--- config.mk ---
export PLATFORM = sky130hd
export DESIGN_NAME = pbr_mask_unit
export DESIGN_NICKNAME = d
export VERILOG_FILES = /design/src/rtl/pbr_pkg.sv /design/src/rtl/pbr_mask_unit.sv
export SDC_FILE = /design/constraint.sdc
export NUM_CORES = 1
export LEC_CHECK = 0
export BUFFER_PORTS_ARGS = -buffer_cell sky130_fd_sc_hd__buf_2
export CORE_UTILIZATION = 50
export DETAILED_ROUTE_END_ITERATION = 10
export GPL_ROUTABILITY_DRIVEN = 0
export PLACE_DENSITY = 0.79
export SYNTH_ARGS = -nofsm -noshare
export SYNTH_HDL_FRONTEND = slang
export SYNTH_SLANG_ARGS = --single-unit
--- constraint.sdc ---
create_clock -name vclk -period 3.2
set_input_delay 0.32 -clock vclk [all_inputs]
set_output_delay 0.32 -clock vclk [all_outputs]
set_load 0.02 [all_outputs]
--- src/rtl/pbr_pkg.sv ---
// Package for the page bitmap range engine: sizes, opcodes and mask helpers.
package pbr_pkg;

    // Bitmap geometry.
    localparam int NUM_BITS  = 65536;
    localparam int WORD_BITS = 32;
    localparam int NUM_WORDS = NUM_BITS / WORD_BITS;
    localparam int WORD_W    = $clog2(WORD_BITS);
    localparam int ADDR_W    = $clog2(NUM_WORDS);

    // Widths of the command and register fields.
    localparam int FIELD_W  = 17;
    localparam int OP_W     = 3;
    localparam int APB_DW   = 32;
    localparam int APB_AW   = 2;

    // Largest usable map size.
    localparam logic [FIELD_W-1:0] SIZE_MAX = FIELD_W'(NUM_BITS);

    // Register byte addresses.
    localparam logic [APB_AW-1:0] REG_MAP_SIZE = APB_AW'(0);

    // Command opcodes.
    typedef enum logic [OP_W-1:0] {
        OP_WRITE_BIT = 3'd0,
        OP_SET_BIT   = 3'd1,
        OP_CLR_BIT   = 3'd2,
        OP_READ_BIT  = 3'd3,
        OP_SET_RANGE = 3'd4,
        OP_CLR_RANGE = 3'd5
    } op_t;

    // A mask with the low n bits set, n from 0 to WORD_BITS.
    function automatic logic [WORD_BITS-1:0] low_ones(input logic [WORD_W:0] n);
        logic [WORD_BITS:0] full;
        begin
            full = ((WORD_BITS+1)'(1) << n) - (WORD_BITS+1)'(1);
            return full[WORD_BITS-1:0];
        end
    endfunction

endpackage

--- src/rtl/pbr_mask_unit.sv ---
// Shared mask unit: builds a bit-span mask and applies it to one bitmap word.
module pbr_mask_unit (
    input  logic [pbr_pkg::WORD_BITS-1:0] word_in,
    input  logic [pbr_pkg::WORD_W-1:0]    lo,
    input  logic [pbr_pkg::WORD_W:0]      hi,
    input  logic                          set,
    output logic [pbr_pkg::WORD_BITS-1:0] word_out,
    output logic                          bit_out
);

    import pbr_pkg::*;

    logic [WORD_BITS-1:0] mask;

    // Bits lo up to hi-1 are selected.
    assign mask = low_ones(hi) & ~low_ones({1'b0, lo});

    // Set or clear the selected bits; also report whether any was set.
    assign word_out = set ? (word_in | mask) : (word_in & ~mask);
    assign bit_out  = |(word_in & mask);

endmodule

; ---- Yosys cells after proc, flatten, opt, wreduce, memory -nomap -nowiden
; Index checks and enable logic that the tools add are counted.
[classes]
n_bitwise = 6
n_addsub = 2
n_shift = 2
n_reduce_logical = 1
mux = 1
[ops]
columns = op, n
row1 = $and 32x32->32, 3
row2 = $not 32->32, 2
row3 = $sub 32x2->32 const B, 2
row4 = $mux 32, 1
row5 = $or 32x32->32, 1
row6 = $reduce_or 32->1, 1
row7 = $shl 1x5->32 const A, 1
row8 = $shl 1x6->32 const A, 1
[totals]
inputBits = 44
out_inout_bits = 33
word_cells = 12
ff_bits = 0

; ---- Logic depth before layout (Yosys ltp)
[logic_depth]
ltp_word = 7
mapped_depth = 13
ltp_nobuf = 9

; ---- Least setup slack after synthesis
; OpenSTA, ideal clock, no wires.
[synth_path]
path_kind = in2out
from = in lo[0] (netlist bit)
to = out bit_out
path_slack_ns = 0.202
arrival_ns = 2.678
path_stages = 11
required_ns = 2.880
path_buffers = 2
cell_sequence = clkbuf_1 -> buf_2 -> nor2_1 -> nand2_1 -> ha_1 -> nand2b_1 -> or4_1 -> and3_1 -> a32o_1 -> a2111oi_0 -> nand3_1
[synth_via]
elab_chain_len = 6
[synth_rtl]
columns = item, line
row1 = from (decl), pbr_mask_unit.sv:4  ; input logic [pbr_pkg::WORD_W-1:0] lo,
row2 = $shl 1x5->32, pbr_pkg.sv:37  ; full = ((WORD_BITS+1)'(1) << n) - (WORD_BITS+1)'(1);
row3 = $sub 32x2->32, pbr_pkg.sv:37
row4 = $not 32->32, pbr_mask_unit.sv:16  ; assign mask = low_ones(hi) & ~low_ones({1'b0, lo});
row5 = $and 32x32->32, pbr_mask_unit.sv:16
row6 = $and 32x32->32, pbr_mask_unit.sv:20  ; assign bit_out = |(word_in & mask);
row7 = $reduce_or 32->1, pbr_mask_unit.sv:20
row8 = to (decl), pbr_mask_unit.sv:8  ; output logic bit_out
; No other way between the ends.

; ---- Worst setup path after layout
[layout_path]
from = in hi[4] (netlist bit)
to = out bit_out
[layout_via]
elab_chain_len = 5
[layout_rtl]
columns = item, line
row1 = from (decl), pbr_mask_unit.sv:5  ; input logic [pbr_pkg::WORD_W:0] hi,
row2 = $shl 1x6->32, pbr_pkg.sv:37
row3 = $sub 32x2->32, pbr_pkg.sv:37
row4 = $and 32x32->32, pbr_mask_unit.sv:16
row5 = $and 32x32->32, pbr_mask_unit.sv:20
row6 = $reduce_or 32->1, pbr_mask_unit.sv:20
; No other way between the ends.

==> flow_summary.ini <==
[power]
pwr-share-comb = 1.000
clock_power_share = 0
internal_power_of_the_cells_mw = 0.1659
power.sequential.fraction = 0
p_leak_nw = 1.029
power.switching_mw = 0.2342
power_switching_share = 0.5854
power_density_nw_per_um2 = 159.6
post-layout-total-power_mw = 0.4000
peakVddDrop_v = 0.00008924

[floorplan]
placement_rows = 22
floorplan.core_area_sq_um = 3771
die_x_microns = 65.79
total_die_area_sq_um = 4328
start_util = 0.5395
dieHeight_microns = 65.79
top_level_ports = 77

[placement]
preCtsSetupSlack_ps = 44.48
dpl-instance-area_sq_um = 2479
dp.cells = 416
dp_hpwl_microns = 5191
placement.io_buffers = 77

[layout]
syn_to_final_growth_pct = 23.19
final_cell_count_no_fill = 416
nets_finish = 416
flops_and_latches = 0
final.fill_count = 345
clockBufferCount = 0
design_area_sq_um = 2506
ratio_of_cells_with_drive_above_1_in_the_final_layout = 0.3967
most_common_cell_after_layout_fill_and_taps_aside = sky130_fd_sc_hd__buf_2
count_of_inserted_antenna_diode_cells = 0
highest_count_cells_in_the_layout_ignoring_fill_and_taps = sky130_fd_sc_hd__buf_2 (77), sky130_fd_sc_hd__nand2_1 (32), sky130_fd_sc_hd__mux2_2 (26)
final_core_util = 0.6646
area.sequential_sq_um = 0

[timing]
tightestPinTransition_ps = 502.3
period_needed_ps = 3052
finalSetupViolations = 0
post-route-period-util = 0.9539
finalWorstSetupSlack_ps = 147.5
final_hold_viol_count = 0
slew_viol_final = 0
setup-tns-final_ps = 0
rsz_0062_raised_after_global_routing = false
fin_hold_ws_ps = 995.9
maxClockFrequency_ghz = 0.3276
worst_slew_margin_rel = 0.6604

[global_route]
grt.met2_usage = 0.5038
global_route.overflow_total = 0
grt_max_degree = 34
grt_pass1_wl_microns = 10630
number_of_global_route_vias_before_repair = 2200
globalRouteMet1Util = 0.4160
gr-usage-all-layers = 0.3065
grt-busiest-layer = met2
globalRouteMet3Util = 0.04483
antenna_violations_before_repair = 0

[run]
cap_violations = 0

[critical_path]
cp.required_ps = 2880
cp_max_fo = 3
crit_start = hi[4]
arrival_time_worst_endpoint_ps = 2730
setup.worst_path.start_class = primary input
worstSetupPathType = primary input to output pin
endpoint_class_of_the_critical_path = output pin

[synthesis]
yosysUniqueCellTypes = 77
ys.warnings.count = 0
mappedNetlistNets = 347
synth.top_cell.area_share = 0.1439
sequential_element_share_of_the_synthesized_area = 0
post_synthesis_cell_area_sq_um = 2034
synth_cells = 301
synth.area.top_cells = sky130_fd_sc_hd__mux2_2 (14%), sky130_fd_sc_hd__nand2_1 (5.9%), sky130_fd_sc_hd__o21ai_0 (4.2%)
synth_area_leader_cell = sky130_fd_sc_hd__mux2_2
synth.avg_cell_area_sq_um = 6.759

[worst_hold_path]
hp-class = primary input to output pin
whs_endpoint = word_out[2]
hp-start = word_in[2]
min_path_cells = 3

[route]
wl_per_cell_microns = 16.22
drtPass1Iterations = 6
routed_wirelength_microns = 6749
detailedRoute.firstIterationViolations = 269
via_count = 2708
ant_nets = 0
avgViaCountPerCell = 6.510
route.detailed.drc = 0

[status]
outcome = completed
==> power by group through the flow <==
stage	registers [mW]	clock network, mW	logic (mW)
2_1_floorplan	0	0	0.270
3_3_place_gp	0	0	0.382
3_5_place_dp	0	0	0.385
4_1_cts	0	0	0.388
5_1_grt	0	0	0.428
6_report	0	0	0.400
==> worst max-delay path by stage <==
stage,to,slack (ps),cells after the start
2_1_floorplan,bit_out,200,11
3_3_place_gp,bit_out,190,11
3_5_place_dp,bit_out,40,11
4_1_cts,bit_out,40,11
5_1_grt,bit_out,20,11
6_report,bit_out,150,11
==> per-layer routing <==
metal | share of wire | up-vias | wire length [microns]
met4 | 0.028 | 0 | 190
met1 | 0.43 | 1231 | 2899
met2 | 0.44 | 167 | 2987
met5 | 0 | - | 0
li1 | - | 1289 | -
met3 | 0.099 | 21 | 671
==> cell families after synthesis <==
logic type,Yosys count,share of synthesized area
AOI/OAI and AO/OA,94,0.3456
xor gates and xnor gates,6,0.02583
adders and majority gates,2,0.01230
buffers and inverters,41,0.09840
muxes,28,0.1538
and+or+nand+nor,130,0.3641
==> cells in the mapped netlist (4+ instances only) <==
library cell               number
sky130_fd_sc_hd__and2_1         5
sky130_fd_sc_hd__nor3b_1        4
sky130_fd_sc_hd__inv_1          9
sky130_fd_sc_hd__nand2_1       32
sky130_fd_sc_hd__nor2_1        11
sky130_fd_sc_hd__nor2b_1        5
sky130_fd_sc_hd__xnor2_1        5
sky130_fd_sc_hd__buf_2         16
sky130_fd_sc_hd__nand3b_1       5
sky130_fd_sc_hd__a32o_1         4
sky130_fd_sc_hd__or2_2          4
sky130_fd_sc_hd__nor3_1        12
sky130_fd_sc_hd__nor4_1         7
sky130_fd_sc_hd__a31oi_1        4
sky130_fd_sc_hd__nand3_1       12
sky130_fd_sc_hd__mux2_2        26
sky130_fd_sc_hd__o21ai_0       17
sky130_fd_sc_hd__clkbuf_1      11
sky130_fd_sc_hd__o211ai_1       6
sky130_fd_sc_hd__nand2b_1       7
sky130_fd_sc_hd__a21oi_1       13
==> final cells by class <==
| cell class | instances | area (sq um) | area share |
|---|---|---|---|
| repair buffers | 99 | 550.5 | 0.2197 |
| multi-input cells | 260 | 1862 | 0.7429 |
| inverters | 9 | 33.78 | 0.01348 |
| well taps | 48 | 60.06 | 0.02396 |
==> what timing repair did <==
| item | in CTS | in global routing |
|---|---|---|
| hold buffers | 0 | 0 |
| buffers inserted | 0 | 0 |
| resized for setup | 0 | 6 |
| endpoints found under the setup margin | 0 | 1 |
==> critical path, cell delays in order <==
cell and delay [ps]:
sky130_fd_sc_hd__buf_2 120, sky130_fd_sc_hd__nor4_4 320, sky130_fd_sc_hd__nand3b_1 120, sky130_fd_sc_hd__ha_1 300, sky130_fd_sc_hd__nand2b_1 160, sky130_fd_sc_hd__o221ai_1 150, sky130_fd_sc_hd__a221o_1 270, sky130_fd_sc_hd__or4_1 450
sky130_fd_sc_hd__nor4_2 220, sky130_fd_sc_hd__nand3_1 120, sky130_fd_sc_hd__buf_2 180
No activity file was read; power rests on OpenSTA's default activity.
