File: src/rtl/pbr_pkg.sv
// Package for the page bitmap range engine: sizes, opcodes and mask helpers.
package pbr_pkg;

    // Bitmap geometry.
    localparam int NUM_BITS  = 65536;
    localparam int WORD_BITS = 32;
    localparam int NUM_WORDS = NUM_BITS / WORD_BITS;
    localparam int WORD_W    = $clog2(WORD_BITS);
    localparam int ADDR_W    = $clog2(NUM_WORDS);

    // Widths of the command and register fields.
    localparam int FIELD_W  = 17;
    localparam int OP_W     = 3;
    localparam int APB_DW   = 32;
    localparam int APB_AW   = 2;

    // Largest usable map size.
    localparam logic [FIELD_W-1:0] SIZE_MAX = FIELD_W'(NUM_BITS);

    // Register byte addresses.
    localparam logic [APB_AW-1:0] REG_MAP_SIZE = APB_AW'(0);

    // Command opcodes.
    typedef enum logic [OP_W-1:0] {
        OP_WRITE_BIT = 3'd0,
        OP_SET_BIT   = 3'd1,
        OP_CLR_BIT   = 3'd2,
        OP_READ_BIT  = 3'd3,
        OP_SET_RANGE = 3'd4,
        OP_CLR_RANGE = 3'd5
    } op_t;

    // A mask with the low n bits set, n from 0 to WORD_BITS.
    function automatic logic [WORD_BITS-1:0] low_ones(input logic [WORD_W:0] n);
        logic [WORD_BITS:0] full;
        begin
            full = ((WORD_BITS+1)'(1) << n) - (WORD_BITS+1)'(1);
            return full[WORD_BITS-1:0];
        end
    endfunction

endpackage

File: src/rtl/pbr_cfg.sv
// APB register block holding the map size register.
module pbr_cfg (
    input  logic                        clk,
    input  logic                        rst_n,
    input  logic                        psel,
    input  logic                        penable,
    input  logic                        pwrite,
    input  logic [pbr_pkg::APB_AW-1:0]  paddr,
    input  logic [pbr_pkg::APB_DW-1:0]  pwdata,
    output logic [pbr_pkg::APB_DW-1:0]  prdata,
    output logic                        pready,
    output logic [pbr_pkg::FIELD_W-1:0] eff_size
);

    import pbr_pkg::*;

    logic [FIELD_W-1:0] map_size_reg;
    logic [FIELD_W-1:0] map_size_next;
    logic               wr_en;

    assign pready = 1'b1;
    assign wr_en  = psel && penable && pwrite && (paddr == REG_MAP_SIZE);

    // Register write in the access phase.
    always_comb
    begin
        map_size_next = map_size_reg;
        if (wr_en)
        begin
            map_size_next = pwdata[FIELD_W-1:0];
        end
    end

    always_ff @(posedge clk or negedge rst_n)
    begin
        if (!rst_n)
        begin
            map_size_reg <= SIZE_MAX;
        end
        else
        begin
            map_size_reg <= map_size_next;
        end
    end

    // Read back the stored value.
    assign prdata = (paddr == REG_MAP_SIZE) ? {{(APB_DW-FIELD_W){1'b0}}, map_size_reg}
                                             : '0;

    // Sizes above the bitmap act as the full bitmap.
    assign eff_size = (map_size_reg > SIZE_MAX) ? SIZE_MAX : map_size_reg;

endmodule
File: config.mk
export PLATFORM = sky130hd
export DESIGN_NAME = pbr_cfg
export DESIGN_NICKNAME = d
export VERILOG_FILES = /design/src/rtl/pbr_pkg.sv /design/src/rtl/pbr_cfg.sv
export SDC_FILE = /design/constraint.sdc
export NUM_CORES = 1
export LEC_CHECK = 0
export ABC_AREA = 1
export BUFFER_PORTS_ARGS = -buffer_cell sky130_fd_sc_hd__buf_2
export CAP_MARGIN = 20
export CORE_MARGIN = 2
export CORE_UTILIZATION = 35
export DETAILED_ROUTE_END_ITERATION = 10
export PLACE_DENSITY = 0.82
export SLEW_MARGIN = 20
export SYNTH_ARGS = -nofsm -noshare
export SYNTH_HDL_FRONTEND = slang
export SYNTH_SLANG_ARGS = --single-unit
File: constraint.sdc
create_clock -name clk -period 0.95 [get_ports clk]
set_input_delay 0 -clock clk [delete_from_list [all_inputs] [get_ports clk]]
set_output_delay 0 -clock clk [all_outputs]
set_load 0.02 [all_outputs]
# After elaboration in Yosys (flattened, before gate mapping)
# Cells that the tools add are included.
[classes] bitwise_logic=0 shifts=0 reduce_logical=4 n_mux=2 magnitude_cmp=1 n_eq_ne=0 n_addsub=0 div=0 n_mul=0
[op_table] cell="17-bit 2-to-1 mux" count=2
[op_table] cell="17-bit > comparator (second input constant)" count=1
[op_table] cell="1-bit logical AND" count=3
[op_table] cell="2-bit zero test" count=1
[totals] mem_count=0 latchBits=0 input_bits=39 ramBits=0 reg_bits=17 output_inout_bits=50 mem_bits_ro=0

# Depth between registers and ports, before layout
# Gate-level depths: netlist of run 1.
[logic_depth] word_depth=3 mapped_depth=6 mapped_depth_nobuf=5

# Worst setup path after synthesis of run 1
# No wires, ideal clock.
[synth_path] path_type="register to output" from="reg map_size_reg[10]" to="out eff_size[10] (netlist name)" stages_incl_launch_ff=7 n_path_buf=1 arrival_time_ps=1118 path_slack_ps=-168 cell_sequence="dfrtp_1 -> nor2_1 -> nand2_1 -> nor2_2 -> nand2_2 -> buf_6 -> a21oi_2"
[synth_via] elab_chain_len=2
[synth_rtl] item="start: declaration" line_no="pbr_cfg.sv:17" text="logic [FIELD_W-1:0] map_size_reg;"
[synth_rtl] item="start signal: assignment" line_no="pbr_cfg.sv:42" text="map_size_reg <= map_size_next;"
[synth_rtl] item="17-bit > comparator" line_no="pbr_cfg.sv:51" text="assign eff_size = (map_size_reg > SIZE_MAX) ? SIZE_MAX : map_size_reg;"
[synth_rtl] item="17-bit 2-to-1 mux *" line_no="pbr_cfg.sv:51"
[synth_rtl] item="end: declaration" line_no="pbr_cfg.sv:12" text="output logic [pbr_pkg::FIELD_W-1:0] eff_size"
# Every way passes the cells marked *; elsewhere a longest branch is shown, timed or not.

# Worst setup path after layout of run 1
[layout_path] from="reg map_size_reg[9]" to="out eff_size[3] (netlist name)"
[layout_via] elab_chain_len=2
[layout_rtl] item="17-bit > comparator" line_no="pbr_cfg.sv:51"
[layout_rtl] item="17-bit 2-to-1 mux" line_no="pbr_cfg.sv:51"
# Every way passes these cells.

==> results of run 1 <==
[routing by layer]
metal | vias up | routed length (µm) | share of wire (%) | track usage (%)
met4 | 0 | 122 | 3.7 | 9.32
met2 | 45 | 1750 | 53 | 30.6
li1 | 597 | - | - | -
met1 | 558 | 1270 | 39 | 19.1
met5 | - | 0 | 0 | 0
met3 | 11 | 138 | 4.2 | 1.92
[power by group]
group          switching (W)  internal (W)
Combinational        0.00102      0.000938
Clock               0.000216      0.000163
Sequential          0.000110      0.000878
Total                0.00135       0.00198
[critical path, cell delays in order, from the launching register on]
cell     delay [ns]
dfrtp_1        0.41
nor2_1         0.11
nand2_1        0.07
nor2_2         0.13
nand2_2        0.09
buf_6          0.15
a21oi_1        0.13
buf_4          0.16
[worst max-delay path by stage]
stage                           startpoint      endpoint  slack, ns  cells past startpoint
final                      map_size_reg[9]   eff_size[3]      -0.60                      7
after global routing      map_size_reg[10]   eff_size[3]      -0.66                      7
after CTS                 map_size_reg[10]  eff_size[11]      -0.55                      7
after detailed placement   map_size_reg[9]  eff_size[11]      -0.24                      7
after global placement    map_size_reg[12]   eff_size[5]      -0.22                      7
after floorplan           map_size_reg[10]  eff_size[10]      -0.14                      6
[synthesized netlist by cell type]
master     n
dfstp_2    1
inv_1     17
dfrtp_1   16
nand4_4    1
nand2_1    4
conb_1     2
nor2_2     3
buf_4     16
nand2_2    1
inv_2      1
buf_2      3
buf_6      4
a21oi_2   17
nor2_1    42
clkbuf_1   1
a21oi_1   16
[repair_timing]
action / CTS / global route
hold buffers: 18 / 0
endpoints found under the hold margin: 34 / 0
pin swaps: 2 / 8
endpoints found under the setup margin: 34 / 35
setup buffers: 6 / 11
gates resized for setup: 54 / 57
[through the flow]
step	setup WS, ns	util (%)	instances	setup TNS [ns]
2_1_floorplan	-0.141	-	159	-2.18
3_3_place_gp	-0.223	48.6	241	-3.47
3_5_place_dp	-0.242	48.6	241	-3.63
4_1_cts	-0.550	60.7	269	-9.94
5_1_grt	-0.665	68.7	278	-12.91
6_report	-0.597	68.7	278	-10.85
[cell type report]
class / count / area, µm² / share of cell area (%)
Tap cell: 44 / 55.1 / 2.61
Multi-Input combinational cell: 100 / 667 / 31.6
Inverter: 18 / 90.1 / 4.26
Timing Repair Buffer: 95 / 848 / 40.1
Sequential cell: 17 / 427 / 20.2
Clock buffer: 4 / 26.3 / 1.24
[kinds of logic (layout without fill, tap and decap cells)]
kind of cell | after synthesis | after routing | share of synthesized area, %
AND/OR/NAND/NOR | 51 | 51 | 19.3
AO/OA/AOI/OAI | 33 | 33 | 20.2
buffers and inverters | 42 | 117 | 22.2
other | 2 | 16 | 0.662
flip-flops | 17 | 17 | 37.6
==> results.ini, run 1 <==
[yosys]
syn_inst=145
yosysUniqueCellTypes=16
ys_ff_latch=17
synth_top_area_share_pct=35.3
syn_avg_cell_area_um2=7.82
synth_largest_area_cell=dfrtp_1
synth.cell_area_um2=1130
yosysSeqAreaShare_pct=37.6
yosysWarnings=0
ys_top_cells_by_area=dfrtp_1 35%, nor2_1 14%, a21oi_2 13%, buf_4 11%, a21oi_1 7.1%

[sta]
tightest_slew_ns=0.549
final_hold_viol_count=0
period_share_pct=163
fin_skew_ns=0
maxSlewViolCount=0
rsz0062_at_grt=true
setup_viol=34
clock.fmax_mhz=646
worst_slack_ns=-0.597
post-route-min-period_ns=1.55
fin_hold_ws_ns=0.142
slew_headroom_pct=63.3

[setup_path]
worstSetupStartpointType=flop
worstPathRequired_ns=0.95
rrSetupSlack_ns=0.06
worst-r2r-cell-count=3
cp.arrival_ns=1.55
critPathKind=flop to primary output
endpoint_kind=primary output
reg2reg_from=map_size_reg[16]
path_max_fanout=6
reg2reg_to=map_size_reg[16]

[global_routing]
grt_usage_pct=16.9
grt_max_degree=35
grt_pass1_wl_mm=4.64
antenna_found_initial=0
grt_pass1_vias=1078
grt-ovfl-total=0

[floorplan]
initial_utilization_pct=36.8
io_pins=89
dieArea_um2=3710
std_cell_rows=20
fp.dieW_um=60.9
core_area_um2=3080
die_h_um=60.9

[clock_tree]
cts_buffer_depth=2
h-tree-depth=1
clkTransAtPathRegs_ns=0.09
tritoncts=built
cts_buffers=3
clock_latency_ns=0.29
clkSinkCount=17
cts_root_buf=clkbuf_4

[final_layout]
fin_nets=274
layout_common_cells=31 x nor2_1, 30 x buf_6, 24 x buf_2, 20 x buf_4, 18 x dlygate4sd3_1
area_delta_synth_final_pct=86.4
finalInstanceArea_um2=2110
largest_reg_flops=17
drive_gt1_share_pct=58.5
final_common_cell=nor2_1
nFillCells=237
diodes=0

[run]
cap_violations=0

[power_and_ir_drop]
max-vdd-ir-drop_mv=0.942
total_leakage_power_nw=0.998
total_power_w=0.00332
cellPowerDensity_nw_per_um2=1570

[detailed_routing]
vias=1211
vias_per_cell=4.36
wl_per_cell_um=11.8
dr.pass1.iters=4
drc=0
final_antenna_net_count=0
first_iter_violations=8
wirelength_mm=3.28

[place]
dpl-instance-area_um2=1500
gp_congestion=0.730
port-buffer-count=57
dp_hpwl_mm=1.96

[hold_path]
hold_path_class=input pin to async pin

[outcome]
status=finished with violations
violations=setup timing

Note: power is estimated with default switching activity, not from simulation.
==> run 2: changes to the inputs <==
- ABC_AREA: 1 -> not set
- PLACE_DENSITY: 0.82 -> 0.83
==> run 2 against run 1 <==
  * Non-clock buffer count grew 11
  * The run still ends with setup timing left
  * Wire length rose by 0.94%
  * Largest cell class unchanged
  * Sequential share of layout area is 0.63 points lower
  * Largest power group unchanged
  * Clock-buffer cell count is the same
==> results.ini, run 2 <==
[outcome]
status=finished with violations  ; unchanged
violations=setup timing  ; unchanged

[yosys]
syn_inst=97  ; was 145
synth.cell_area_um2=1090  ; was 1130 µm²
synth_top_area_share_pct=36.6  ; was 35.3%
ys_ff_latch=17  ; unchanged
synthTopCellsByCount=16 x and2_1, 16 x buf_4, 16 x dfrtp_1, 16 x nor2b_1, 10 x mux2_4  ; was 42 x nor2_1, 17 x a21oi_2, 17 x inv_1
ys_top_cells_by_area=dfrtp_1 37%, mux2_4 14%, buf_4 11%, and2_1 9.1%, nor2b_1 9.1%  ; was dfrtp_1 35%, nor2_1 14%, a21oi_2 13%, buf_4 11%, a21oi_1 7.1%
ys.flop_type=dfrtp_1  ; unchanged
synth_largest_area_cell=dfrtp_1  ; unchanged
synth-edff-count=0  ; unchanged
yosysWarnings=0  ; unchanged
syn_avg_cell_area_um2=11.3  ; was 7.82 µm²
async_reset_ff_share_pct=100  ; unchanged
yosysUniqueCellTypes=17  ; was 16
yosysSeqAreaShare_pct=39.0  ; was 37.6%

[final_layout]
multi_input_area_um2=713  ; was 667 µm²
fin_nets=241  ; was 274
register_area_um2=427  ; unchanged
diodes=0  ; unchanged
area_delta_synth_final_pct=99.2  ; was 86.4%
final_cells=234  ; was 278
final_common_cell=buf_6  ; was nor2_1
drive_gt1_share_pct=69.7  ; was 58.5%
largest_reg_flops=17  ; unchanged
nFillCells=204  ; was 237
layout_common_cells=45 x buf_6, 26 x buf_2, 18 x dlygate4sd3_1  ; was 31 x nor2_1, 30 x buf_6, 24 x buf_2, 20 x buf_4, 18 x dlygate4sd3_1

[global_routing]
grt_max_degree=18  ; was 35
grt_pass1_vias=1072  ; was 1078
grt_usage_pct=18.6  ; was 16.9%
grt_pass1_wl_mm=4.86  ; was 4.64 mm
antenna_found_initial=0  ; unchanged
grt-ovfl-total=0  ; unchanged

[hold_path]
hold_path_class=input pin to async pin  ; unchanged

[floorplan]
core_area_um2=3000  ; was 3080 µm²
std_cell_rows=20  ; unchanged
io_pins=89  ; unchanged
fp.dieW_um=59.9  ; was 60.9 µm
initial_utilization_pct=36.5  ; was 36.8%
dieArea_um2=3590  ; was 3710 µm²
die_h_um=59.9  ; was 60.9 µm

[detailed_routing]
dr.pass1.iters=3  ; was 4
vias=1045  ; was 1211
drc=0  ; unchanged
vias_per_cell=4.47  ; was 4.36
first_iter_violations=17  ; was 8
wl_per_cell_um=14.2  ; was 11.8 µm
final_antenna_net_count=0  ; unchanged
wirelength_mm=3.31  ; was 3.28 mm

[power_and_ir_drop]
total_power_w=0.00372  ; was 0.00332 W
total_leakage_power_nw=1.08  ; was 0.998 nW
max-vdd-ir-drop_mv=0.888  ; was 0.942 mV
cellPowerDensity_nw_per_um2=1710  ; was 1570 nW/µm²

[clock_tree]
clock_latency_ns=0.28  ; was 0.29 ns
cts_buffer_depth=2  ; unchanged
clkSinkCount=17  ; unchanged
clkTransAtPathRegs_ns=0.10  ; was 0.09 ns
tritoncts=built  ; unchanged
cts_buffers=3  ; unchanged
cts_root_buf=clkbuf_4  ; unchanged
h-tree-depth=1  ; unchanged

[setup_path]
worstPathRequired_ns=0.95  ; about the same
rrSetupSlack_ns=-0.16  ; was 0.06 ns
critPathKind=flop to primary output  ; unchanged
endpoint_kind=primary output  ; unchanged
worstSetupStartpointType=flop  ; unchanged
reg2reg_from=map_size_reg[6]  ; was map_size_reg[16]
worst-r2r-cell-count=4  ; was 3
cp.arrival_ns=1.74  ; was 1.55 ns
reg2reg_to=map_size_reg[6]  ; was map_size_reg[16]
path_max_fanout=3  ; was 6

[sta]
final_hold_viol_count=0  ; unchanged
finalSetupTns_ns=-12.31  ; was -10.85 ns
post-route-min-period_ns=1.74  ; was 1.55 ns
fin_skew_ns=0  ; unchanged
maxSlewViolCount=0  ; unchanged
rsz0062_at_grt=true  ; unchanged
clock.fmax_mhz=575  ; was 646 MHz
setup_viol=38  ; was 34
period_share_pct=183  ; was 163%
worst_slack_ns=-0.789  ; was -0.597 ns

[place]
gp_congestion=0.702  ; was 0.730
dp.cells=207  ; was 241
port-buffer-count=57  ; unchanged
dp_hpwl_mm=2.05  ; was 1.96 mm

[run]
cap_violations=0  ; unchanged

==> run 2: layout make-up <==
type / count / share of cell area, %
inverters: 1 / 0.172
well taps: 33 / 1.89
clock buffers: 4 / 1.20
repair buffers: 106 / 44.5
multi-input cells: 73 / 32.7
flip-flops and latches: 17 / 19.6
==> run 2: critical path, cell delays in order, from the launching register on <==
cell and delay [ns]:
dfrtp_1 0.41, nor4_2 0.30, buf_4 0.17, a41oi_4 0.12
buf_4 0.19, nor2b_1 0.11, buf_4 0.15
==> run 2: worst max path at each step <==
stage	start	end	slack [ns]	cells after the start
finish	map_size_reg[4]	eff_size[11]	-0.79	6
global route	map_size_reg[4]	eff_size[8]	-0.87	6
CTS	map_size_reg[0]	eff_size[11]	-0.80	6
detailed placement	map_size_reg[11]	eff_size[2]	-0.54	5
global placement	map_size_reg[11]	eff_size[14]	-0.46	5
floorplan	map_size_reg[11]	eff_size[10]	-0.38	3
==> run 2: cell families (layout without fill, tap and decap cells) <==
| group | Yosys count | after routing | share of synthesized area (%) |
|---|---|---|---|
| AO/OA/AOI/OAI | 1 | 1 | 1.49 |
| buffers and inverters | 21 | 111 | 14.9 |
| multiplexers | 17 | 17 | 20.9 |
| flip-flops | 17 | 17 | 39.0 |
| other | 2 | 16 | 0.686 |
| AND/OR/NAND/NOR | 39 | 39 | 23.1 |
==> run 2: what timing repair did <==
action	4_1_cts	5_1_grt
buffers inserted	6	7
hold endpoints to repair	34	0
pin swaps	1	1
endpoints found under the setup margin	34	40
hold buffers	18	0
resized for setup	89	31
==> run 2: where the power goes <==
group | total (W) | switching, W | leakage [nW] | internal, W
sequential | 0.00107 | 0.000167 | 0.207 | 0.000900
combinational | 0.00227 | 0.000943 | 0.863 | 0.00133
clock | 0.000382 | 0.000219 | 0.0150 | 0.000163
==> run 2: per-layer routing <==
layer | vias to the layer above | share of wire (%) | GRT usage [%]
li1 | 498 | - | -
met3 | 6 | 6.2 | 4.11
met4 | 0 | 1.1 | 4.44
met5 | - | 0 | 0
met2 | 56 | 58 | 37.4
met1 | 485 | 35 | 18.9
==> run 2: through the flow <==
step	setup WS (ns)	utilization, %	hold slack, ns	cell area (µm²)
after CTS	-0.796	68.5	0.155	2060
final	-0.789	72.6	0.177	2180
after detailed placement	-0.539	51.3	-0.0622	1540
after floorplan	-0.385	-	-0.296	1150
after global routing	-0.873	72.6	0.187	2180
after global placement	-0.463	51.3	-0.0729	1540
